==> config.mk <==
export PLATFORM = sky130hd
export DESIGN_NAME = sha256_message_hasher
export DESIGN_NICKNAME = d
export VERILOG_FILES = /design/src/rtl/sha_pkg.sv /design/src/rtl/sha_core.sv /design/src/rtl/sha256_message_hasher.sv
export SDC_FILE = /design/constraint.sdc
export NUM_CORES = 2
export LEC_CHECK = 0
export ABC_AREA = 1
export ABC_CLOCK_PERIOD_IN_PS = 39400
export BUFFER_PORTS_ARGS = -buffer_cell sky130_fd_sc_hd__buf_2
export CORE_MARGIN = 2
export CORE_UTILIZATION = 30
export DETAILED_ROUTE_END_ITERATION = 8
export PLACE_DENSITY_LB_ADDON = 0.05
export SYNTH_ARGS = -nofsm -noshare
export SYNTH_HDL_FRONTEND = slang
export SYNTH_SLANG_ARGS = --single-unit
==> constraint.sdc <==
create_clock -name clk -period 39.4 [get_ports clk]
set_input_delay 7.88 -clock clk [delete_from_list [all_inputs] [get_ports clk]]
set_output_delay 7.88 -clock clk [all_outputs]
set_load 0.02 [all_outputs]
==> src/rtl/sha_pkg.sv <==
// ----------------------------------------------------------------------------
// SHA-256 hasher package
// Shared item types, control and status bundles, round constants and the
// SHA-256 mixing functions.
// ----------------------------------------------------------------------------
`default_nettype none

package sha_pkg;

    // Input item: one message byte and its end-of-message flag.
    typedef struct packed {
        logic [7:0] data_byte;
        logic       last_byte;
    } msg_item_t;

    // Output item: one digest word with its position.
    typedef struct packed {
        logic [31:0] digest_word;
        logic [2:0]  word_index;
        logic        last_word;
    } digest_item_t;

    // Commands from the sequencer to the compression core.
    typedef struct packed {
        logic       byte_en;
        logic [7:0] byte_val;
        logic       start;
        logic       init_chain;
        logic [2:0] rd_idx;
    } core_ctrl_t;

    // Status from the compression core.
    typedef struct packed {
        logic        busy;
        logic        done;
        logic [31:0] rd_word;
    } core_stat_t;

    localparam int unsigned ROUNDS     = 64;
    localparam logic [7:0]  PAD_MARK   = 8'h80;
    localparam logic [5:0]  LEN_OFFSET = 6'd56;
    localparam logic [5:0]  BLOCK_END  = 6'd63;
    localparam logic [2:0]  LAST_WORD  = 3'd7;

    // Initial chaining value, word by word.
    function automatic logic [31:0] init_hash(input logic [2:0] idx);
        logic [31:0] val;
        begin
            case (idx)
                3'd0:    val = 32'h6a09e667;
                3'd1:    val = 32'hbb67ae85;
                3'd2:    val = 32'h3c6ef372;
                3'd3:    val = 32'ha54ff53a;
                3'd4:    val = 32'h510e527f;
                3'd5:    val = 32'h9b05688c;
                3'd6:    val = 32'h1f83d9ab;
                default: val = 32'h5be0cd19;
            endcase
            return val;
        end
    endfunction

    // Round constants.
    function automatic logic [31:0] round_k(input logic [5:0] rnd);
        logic [31:0] val;
        begin
            case (rnd)
                6'd0:  val = 32'h428a2f98;  6'd1:  val = 32'h71374491;
                6'd2:  val = 32'hb5c0fbcf;  6'd3:  val = 32'he9b5dba5;
                6'd4:  val = 32'h3956c25b;  6'd5:  val = 32'h59f111f1;
                6'd6:  val = 32'h923f82a4;  6'd7:  val = 32'hab1c5ed5;
                6'd8:  val = 32'hd807aa98;  6'd9:  val = 32'h12835b01;
                6'd10: val = 32'h243185be;  6'd11: val = 32'h550c7dc3;
                6'd12: val = 32'h72be5d74;  6'd13: val = 32'h80deb1fe;
                6'd14: val = 32'h9bdc06a7;  6'd15: val = 32'hc19bf174;
                6'd16: val = 32'he49b69c1;  6'd17: val = 32'hefbe4786;
                6'd18: val = 32'h0fc19dc6;  6'd19: val = 32'h240ca1cc;
                6'd20: val = 32'h2de92c6f;  6'd21: val = 32'h4a7484aa;
                6'd22: val = 32'h5cb0a9dc;  6'd23: val = 32'h76f988da;
                6'd24: val = 32'h983e5152;  6'd25: val = 32'ha831c66d;
                6'd26: val = 32'hb00327c8;  6'd27: val = 32'hbf597fc7;
                6'd28: val = 32'hc6e00bf3;  6'd29: val = 32'hd5a79147;
                6'd30: val = 32'h06ca6351;  6'd31: val = 32'h14292967;
                6'd32: val = 32'h27b70a85;  6'd33: val = 32'h2e1b2138;
                6'd34: val = 32'h4d2c6dfc;  6'd35: val = 32'h53380d13;
                6'd36: val = 32'h650a7354;  6'd37: val = 32'h766a0abb;
                6'd38: val = 32'h81c2c92e;  6'd39: val = 32'h92722c85;
                6'd40: val = 32'ha2bfe8a1;  6'd41: val = 32'ha81a664b;
                6'd42: val = 32'hc24b8b70;  6'd43: val = 32'hc76c51a3;
                6'd44: val = 32'hd192e819;  6'd45: val = 32'hd6990624;
                6'd46: val = 32'hf40e3585;  6'd47: val = 32'h106aa070;
                6'd48: val = 32'h19a4c116;  6'd49: val = 32'h1e376c08;
                6'd50: val = 32'h2748774c;  6'd51: val = 32'h34b0bcb5;
                6'd52: val = 32'h391c0cb3;  6'd53: val = 32'h4ed8aa4a;
                6'd54: val = 32'h5b9cca4f;  6'd55: val = 32'h682e6ff3;
                6'd56: val = 32'h748f82ee;  6'd57: val = 32'h78a5636f;
                6'd58: val = 32'h84c87814;  6'd59: val = 32'h8cc70208;
                6'd60: val = 32'h90befffa;  6'd61: val = 32'ha4506ceb;
                6'd62: val = 32'hbef9a3f7;  6'd63: val = 32'hc67178f2;
                default: val = 32'hc67178f2;
            endcase
            return val;
        end
    endfunction

    function automatic logic [31:0] big_sigma0(input logic [31:0] x);
        return {x[1:0], x[31:2]} ^ {x[12:0], x[31:13]} ^ {x[21:0], x[31:22]};
    endfunction

    function automatic logic [31:0] big_sigma1(input logic [31:0] x);
        return {x[5:0], x[31:6]} ^ {x[10:0], x[31:11]} ^ {x[24:0], x[31:25]};
    endfunction

    function automatic logic [31:0] small_sigma0(input logic [31:0] x);
        return {x[6:0], x[31:7]} ^ {x[17:0], x[31:18]} ^ {3'b000, x[31:3]};
    endfunction

    function automatic logic [31:0] small_sigma1(input logic [31:0] x);
        return {x[16:0], x[31:17]} ^ {x[18:0], x[31:19]} ^ {10'd0, x[31:10]};
    endfunction

endpackage

`default_nettype wire

==> src/rtl/sha_core.sv <==
// ----------------------------------------------------------------------------
// SHA-256 compression core
// Holds the block window, the chaining value and the working variables, and
// runs one compression round per cycle through a single shared round unit.
// ----------------------------------------------------------------------------
`default_nettype none

module sha_core
    import sha_pkg::*;
(
    input  wire logic       clk,
    input  wire logic       rst_n,
    input  wire core_ctrl_t ctrl,
    output core_stat_t      stat
);

    localparam logic [1:0] C_IDLE   = 2'd0;
    localparam logic [1:0] C_ROUND  = 2'd1;
    localparam logic [1:0] C_UPDATE = 2'd2;

    logic [1:0]   cst_reg, cst_next;
    logic [5:0]   rnd_reg, rnd_next;
    logic [511:0] win_reg, win_next;
    logic [31:0]  chain_reg [8];
    logic [31:0]  chain_next [8];
    logic [31:0]  work_reg [8];
    logic [31:0]  work_next [8];

    logic [31:0] w_cur;
    logic [31:0] w_new;
    logic [31:0] t1;
    logic [31:0] t2;
    logic [31:0] ch;
    logic [31:0] maj;

    // Message schedule: the window holds sixteen words, oldest at the top.
    assign w_cur = win_reg[511:480];
    assign w_new = win_reg[511:480] + small_sigma0(win_reg[479:448])
                 + win_reg[223:192] + small_sigma1(win_reg[63:32]);

    // Shared round unit.
    assign ch  = (work_reg[4] & work_reg[5]) ^ (~work_reg[4] & work_reg[6]);
    assign maj = (work_reg[0] & work_reg[1]) ^ (work_reg[0] & work_reg[2])
               ^ (work_reg[1] & work_reg[2]);
    assign t1  = work_reg[7] + big_sigma1(work_reg[4]) + ch + round_k(rnd_reg) + w_cur;
    assign t2  = big_sigma0(work_reg[0]) + maj;

    // Sequencing of rounds and the final chaining update.
    always_comb
    begin
        cst_next   = cst_reg;
        rnd_next   = rnd_reg;
        win_next   = win_reg;
        chain_next = chain_reg;
        work_next  = work_reg;
        case (cst_reg)
            C_IDLE:
            begin
                if (ctrl.byte_en)
                begin
                    win_next = {win_reg[503:0], ctrl.byte_val};
                end
                if (ctrl.start)
                begin
                    work_next = chain_reg;
                    rnd_next  = 6'd0;
                    cst_next  = C_ROUND;
                end
                if (ctrl.init_chain)
                begin
                    for (int i = 0; i < 8; i++)
                    begin
                        chain_next[i] = init_hash(3'(i));
                    end
                end
            end
            C_ROUND:
            begin
                win_next     = {win_reg[479:0], w_new};
                work_next[7] = work_reg[6];
                work_next[6] = work_reg[5];
                work_next[5] = work_reg[4];
                work_next[4] = work_reg[3] + t1;
                work_next[3] = work_reg[2];
                work_next[2] = work_reg[1];
                work_next[1] = work_reg[0];
                work_next[0] = t1 + t2;
                rnd_next     = rnd_reg + 6'd1;
                if (rnd_reg == 6'(ROUNDS - 1))
                begin
                    cst_next = C_UPDATE;
                end
            end
            C_UPDATE:
            begin
                for (int i = 0; i < 8; i++)
                begin
                    chain_next[i] = chain_reg[i] + work_reg[i];
                end
                cst_next = C_IDLE;
            end
            default:
            begin
                cst_next = C_IDLE;
            end
        endcase
    end

    // Control state and chaining value.
    always_ff @(posedge clk or negedge rst_n)
    begin
        if (!rst_n)
        begin
            cst_reg <= C_IDLE;
            rnd_reg <= 6'd0;
            for (int i = 0; i < 8; i++)
            begin
                chain_reg[i] <= init_hash(3'(i));
            end
        end
        else
        begin
            cst_reg   <= cst_next;
            rnd_reg   <= rnd_next;
            chain_reg <= chain_next;
        end
    end

    // Datapath registers.
    always_ff @(posedge clk)
    begin
        win_reg  <= win_next;
        work_reg <= work_next;
    end

    assign stat.busy    = (cst_reg != C_IDLE);
    assign stat.done    = (cst_reg == C_UPDATE);
    assign stat.rd_word = chain_reg[ctrl.rd_idx];

endmodule

`default_nettype wire

==> src/rtl/sha256_message_hasher.sv <==
// Input: a message byte that neither closes a block nor ends the message leaves the input ready for the next byte.
// A byte that closes a block holds the input off while the core runs the 64
// rounds of the shared round unit and one chaining update, then the hasher returns to idle.
// The final byte is followed by up to 72 padding bytes and one or two
// compressions, then eight digest items at one per cycle as they are taken.
// Reset: chaining value to the SHA-256 initial hash, byte count to zero.
// ----------------------------------------------------------------------------
// SHA-256 message hasher
// Takes a message a byte at a time, pads the final block, and returns the
// digest as eight 32-bit big-endian words.
// ----------------------------------------------------------------------------
`default_nettype none

module sha256_message_hasher
    import sha_pkg::*;
(
    input  wire logic         clk,
    input  wire logic         rst_n,
    input  wire logic         msg_valid,
    output logic              msg_ready,
    input  wire msg_item_t    msg_item,
    output logic              digest_valid,
    input  wire logic         digest_ready,
    output digest_item_t      digest_item
);

    localparam logic [1:0] S_IDLE = 2'd0;
    localparam logic [1:0] S_PAD  = 2'd1;
    localparam logic [1:0] S_HASH = 2'd2;
    localparam logic [1:0] S_OUT  = 2'd3;

    logic [1:0]  state_reg, state_next;
    logic [5:0]  pos_reg, pos_next;
    logic [63:0] count_reg, count_next;
    logic        pad_reg, pad_next;
    logic        first_reg, first_next;
    logic        len_ok_reg, len_ok_next;
    logic [2:0]  idx_reg, idx_next;

    core_ctrl_t  ctrl;
    core_stat_t  stat;

    logic        msg_fire;
    logic        digest_fire;
    logic [63:0] len_shift;
    logic [7:0]  pad_byte;

    assign msg_fire    = msg_valid && msg_ready;
    assign digest_fire = digest_valid && digest_ready;

    // Padding byte: marker, then zeros, then the bit length from the top byte down.
    assign len_shift = {count_reg[60:0], 3'b000} << {pos_reg[2:0], 3'b000};
    always_comb
    begin
        if (first_reg)
        begin
            pad_byte = PAD_MARK;
        end
        else if (len_ok_reg && (pos_reg >= LEN_OFFSET))
        begin
            pad_byte = len_shift[63:56];
        end
        else
        begin
            pad_byte = 8'h00;
        end
    end

    // Block sequencer.
    always_comb
    begin
        state_next  = state_reg;
        pos_next    = pos_reg;
        count_next  = count_reg;
        pad_next    = pad_reg;
        first_next  = first_reg;
        len_ok_next = len_ok_reg;
        idx_next    = idx_reg;
        ctrl        = '0;
        ctrl.rd_idx = idx_reg;
        case (state_reg)
            S_IDLE:
            begin
                if (msg_fire)
                begin
                    ctrl.byte_en  = 1'b1;
                    ctrl.byte_val = msg_item.data_byte;
                    pos_next      = pos_reg + 6'd1;
                    count_next    = count_reg + 64'd1;
                    if (msg_item.last_byte)
                    begin
                        pad_next   = 1'b1;
                        first_next = 1'b1;
                    end
                    if (pos_reg == BLOCK_END)
                    begin
                        ctrl.start = 1'b1;
                        state_next = S_HASH;
                    end
                    else if (msg_item.last_byte)
                    begin
                        state_next = S_PAD;
                    end
                end
            end
            S_PAD:
            begin
                ctrl.byte_en  = 1'b1;
                ctrl.byte_val = pad_byte;
                pos_next      = pos_reg + 6'd1;
                first_next    = 1'b0;
                len_ok_next   = len_ok_reg || (pos_reg < LEN_OFFSET);
                if (pos_reg == BLOCK_END)
                begin
                    ctrl.start = 1'b1;
                    state_next = S_HASH;
                end
            end
            S_HASH:
            begin
                if (stat.done)
                begin
                    if (pad_reg && len_ok_reg)
                    begin
                        state_next = S_OUT;
                    end
                    else if (pad_reg)
                    begin
                        state_next = S_PAD;
                    end
                    else
                    begin
                        state_next = S_IDLE;
                    end
                end
            end
            S_OUT:
            begin
                if (digest_fire)
                begin
                    idx_next = idx_reg + 3'd1;
                    if (idx_reg == LAST_WORD)
                    begin
                        ctrl.init_chain = 1'b1;
                        count_next      = 64'd0;
                        pad_next        = 1'b0;
                        len_ok_next     = 1'b0;
                        state_next      = S_IDLE;
                    end
                end
            end
            default:
            begin
                state_next = S_IDLE;
            end
        endcase
    end

    always_ff @(posedge clk or negedge rst_n)
    begin
        if (!rst_n)
        begin
            state_reg  <= S_IDLE;
            pos_reg    <= 6'd0;
            count_reg  <= 64'd0;
            pad_reg    <= 1'b0;
            first_reg  <= 1'b0;
            len_ok_reg <= 1'b0;
            idx_reg    <= 3'd0;
        end
        else
        begin
            state_reg  <= state_next;
            pos_reg    <= pos_next;
            count_reg  <= count_next;
            pad_reg    <= pad_next;
            first_reg  <= first_next;
            len_ok_reg <= len_ok_next;
            idx_reg    <= idx_next;
        end
    end

    sha_core u_core (
        .clk   (clk),
        .rst_n (rst_n),
        .ctrl  (ctrl),
        .stat  (stat)
    );

    // Handshakes and the digest item, taken from the stable chaining value.
    assign msg_ready               = (state_reg == S_IDLE);
    assign digest_valid            = (state_reg == S_OUT);
    assign digest_item.digest_word = stat.rd_word;
    assign digest_item.word_index  = idx_reg;
    assign digest_item.last_word   = (idx_reg == LAST_WORD);

    // The input is never taken while a compression is running.
    a_no_take_busy: assert property (@(posedge clk) disable iff (!rst_n)
        msg_ready |-> !stat.busy)
        else $error("input ready during compression");

    // Padding always ends on a block boundary.
    a_out_aligned: assert property (@(posedge clk) disable iff (!rst_n)
        digest_valid |-> (pos_reg == 6'd0) && !first_reg)
        else $error("digest offered off a block boundary");

    // Digest words leave in order.
    a_word_order: assert property (@(posedge clk) disable iff (!rst_n)
        digest_fire && !digest_item.last_word |=> digest_valid
            && (idx_reg == $past(idx_reg) + 3'd1))
        else $error("digest word out of order");

    // After the final word the hasher is idle with a cleared count.
    a_restart: assert property (@(posedge clk) disable iff (!rst_n)
        digest_fire && digest_item.last_word |=> msg_ready && (count_reg == 64'd0)
            && (idx_reg == 3'd0))
        else $error("hasher did not re-initialise");

endmodule

`default_nettype wire

==> run metrics <==
result of the run=complete, no violations; # IOs=between 50 and 60; setup bufs post-CTS=0; top sig layer=met5; CP top delay family=compound AO/OA/AOI/OAI gates; root buf cell=clkbuf_16; post-synth top area cell=edfxtp_1; CP peak stage delay=about 0.96 ns; CP arrival=roughly 4.4 ns; Synth-to-Final Area Change=10.4%; Syn Area/Cell=around 7.6 um^2; average wire per standard cell=26.2 um; Resize count post-CTS=0; first-pass GRT wire length=roughly 530,000 um; largest cells by area after synthesis=edfxtp_1 28%, nand2_1 15%, dfrtp_1 6.2%; Least-Margin Pin Slew=~1.3 ns; Post-Syn Instances=roughly 11,000; core area=roughly 270,000 um^2; total routed wirelength=~380,000 um; Hold Crit Class=flop to flop; worst path bufs/invs=2; total die area=between 200,000 and 300,000 um^2; detailed route wirelength on metal2=~170,000 um; Num CTS Buffers=150; # setup viols final=0; fmax=roughly 0.082 GHz; GRT overflow=0; Setup CP Type=flop to output pin; type of origin of the critical path=flop; row cnt=191; MaxCap Viol Count=0; share of the synthesized area in the top cell type=between 20% and 30%; worst-path fanout max=approximately 120; CTS Hold Bufs=0; Port Buf Inserts=50; RSZ-0062 raised after global routing=false; DIE HEIGHT=approximately 530 um; commonest non-fill, non-tap cell in the layout=nand2_1; Metal-1 WL=about 180,000 um; initial antenna violation count=17; layout cells sized above 1=4.82%; Worst-Skew Late Latency=about 0.86 ns; Longest Clk Path Bufs=4; largest net degree at the start of global routing=roughly 170; Synthesized Nets=between 10,000 and 15,000; vias=approximately 75,000; Routability Congestion=0.976; nets=11,300; Global Route Usage Sum=a little over a quarter; crit path cell chain=inv_4 -> o21ai_0 -> a221oi_1 -> a31oi_1 -> buf_2; CP Data Required Time=~32 ns; ys async rst share=a little under a third; Starting Density=30.2%; DRC errors left=0; slowest CP cell=a221oi_1; final hold vios=0; setup_tns=0 ns; Detailed Place HPWL=between 200,000 and 300,000 um; Slew Viols, Final=0; Mapped Area=a little over 80,000 um^2; register bit count reported by yosys=~1,100; Largest register FFs=512; fin crit share=between 30 and 40%; H-tree levels=4; most frequent cells in the layout=3,300 x nand2_1, 1,281 x inv_1, 951 x o21ai_0; Primary FF master, synth=edfxtp_1; register area share after synthesis=slightly below 40%; clk sinks=roughly 1,100; EDFF count, synth=roughly 770; min cycle time layout=roughly 12 ns; Detail Route Antenna Nets=0; met3 wire len=18,900 um; Worst Setup End Kind=output pin; distinct cell type count after synthesis=66; CTS tree=yes; post-route clock skew=around 0.07 ns; DRT iter0 DRCs=between 7,000 and 8,000; Die W=527 um; Pre-Repair DR Iteration Count=9; vias in the first global route=just over 70,000; Synth Warn #=0; Worst-path clk slew=~0.06 ns; Slew HR=approximately 14%; vias per cell=approximately 5.2
==> kinds of logic (layout without fill, tap and decap cells) <==
family                     after synthesis  in the layout  share of synthesized area (%)
AOI/OAI and AO/OA                     2168           2168                           14.6
adders and majority gates              615            615                           11.1
xor gates and xnor gates               378            378                           4.04
DFF                                   1107           1107                           38.7
and+or+nand+nor                       4820           4820                           23.6
muxes                                    4              4                         0.0488
buffers and inverters                 1725           1686                           7.96
other                                    0             10                              0
==> path summary, 6_finish.rpt <==
check | startpoint | endpoint | slack (ns) | cells after the start
max | idx_reg[0]$_DFFE_PN0P_ | digest_item[34] | 27.17 | 5
min | u_core.win_reg[373]$_DFFE_PP_ | u_core.win_reg[381]$_DFFE_PP_ | 0.48 | 2
max reg2reg | u_core.rnd_reg[0]$_DFFE_PN0P_ | u_core.work_reg[255]$_DFFE_PP_ | 29.38 | 36
min reg2reg | u_core.win_reg[373]$_DFFE_PP_ | u_core.win_reg[381]$_DFFE_PP_ | 0.48 | 2
max in group asynchronous | rst_n | u_core.chain_reg[45]$_DFFE_PN0P_ | 28.66 | 5
min in group asynchronous | rst_n | count_reg[49]$_DFFE_PN0P_ | 6.99 | 1
==> worst register-to-register path: cells and delay by family (launching register included) <==
family	cells	cell delay, ns
simple gates	18	2.76
flops	1	0.88
xor+xnor	1	0.74
buf+inv	5	0.62
fa+ha+maj	7	3.33
compound gates	5	1.51
==> cells in the mapped netlist, drive strengths merged (8+ instances only) <==
cell    instances
a21boi         33
a21o           57
a21oi         713
a221oi         16
a22oi           8
a31oi          55
a32o            8
buf            67
clkbuf        366
dfrtp         203
dfstp         136
edfxtp        768
fa            195
ha            398
inv          1290
maj3           22
nand2        3308
nand3         446
nand3b         22
nand4         111
nor2          794
nor3          101
nor4           11
o211ai         45
o21a           39
o21ai         956
o21bai         72
o221ai         15
o22ai         120
o31ai           9
or2            12
xnor2         154
xor2          224
==> cell type report <==
type / count / area, um^2
diodes: 10 / 25.0
clock buffers: 196 / 4040
repair buffers: 123 / 871
clock inverters: 75 / 786
inverters: 1292 / 4870
fillers: 29400 / 181000
flip-flops and latches: 1107 / 31700
multi-input cells: 7985 / 43800
well taps: 3570 / 4470
==> through the flow <==
| stage | hold WS (ns) | std cells | util (%) | area [um^2] | worst slack [ns] |
|---|---|---|---|---|---|
| 3_5_place_dp | 0.499 | 14100 | 31.6 | 85800 | 26.98 |
| 3_3_place_gp | 0.500 | 14100 | 31.6 | 85800 | 27.04 |
| 6_report | 0.482 | 14400 | 33.4 | 90600 | 27.17 |
| 2_1_floorplan | 0.464 | 10800 | - | 82000 | 5.29 |
| 5_1_grt | 0.500 | 14400 | 33.4 | 90600 | 27.11 |
| 4_1_cts | 0.469 | 14300 | 33.4 | 90600 | 27.26 |
==> routing by layer <==
layer  vias up  global-route usage, %
li1      35400                      -
met1     36700                   37.7
met2      2325                   41.1
met3       469                   2.72
met4         6                   9.45
met5         -                      0
Power is not shown: default switching activity piles up to over one toggle a cycle in this logic, so the estimate is an artifact.
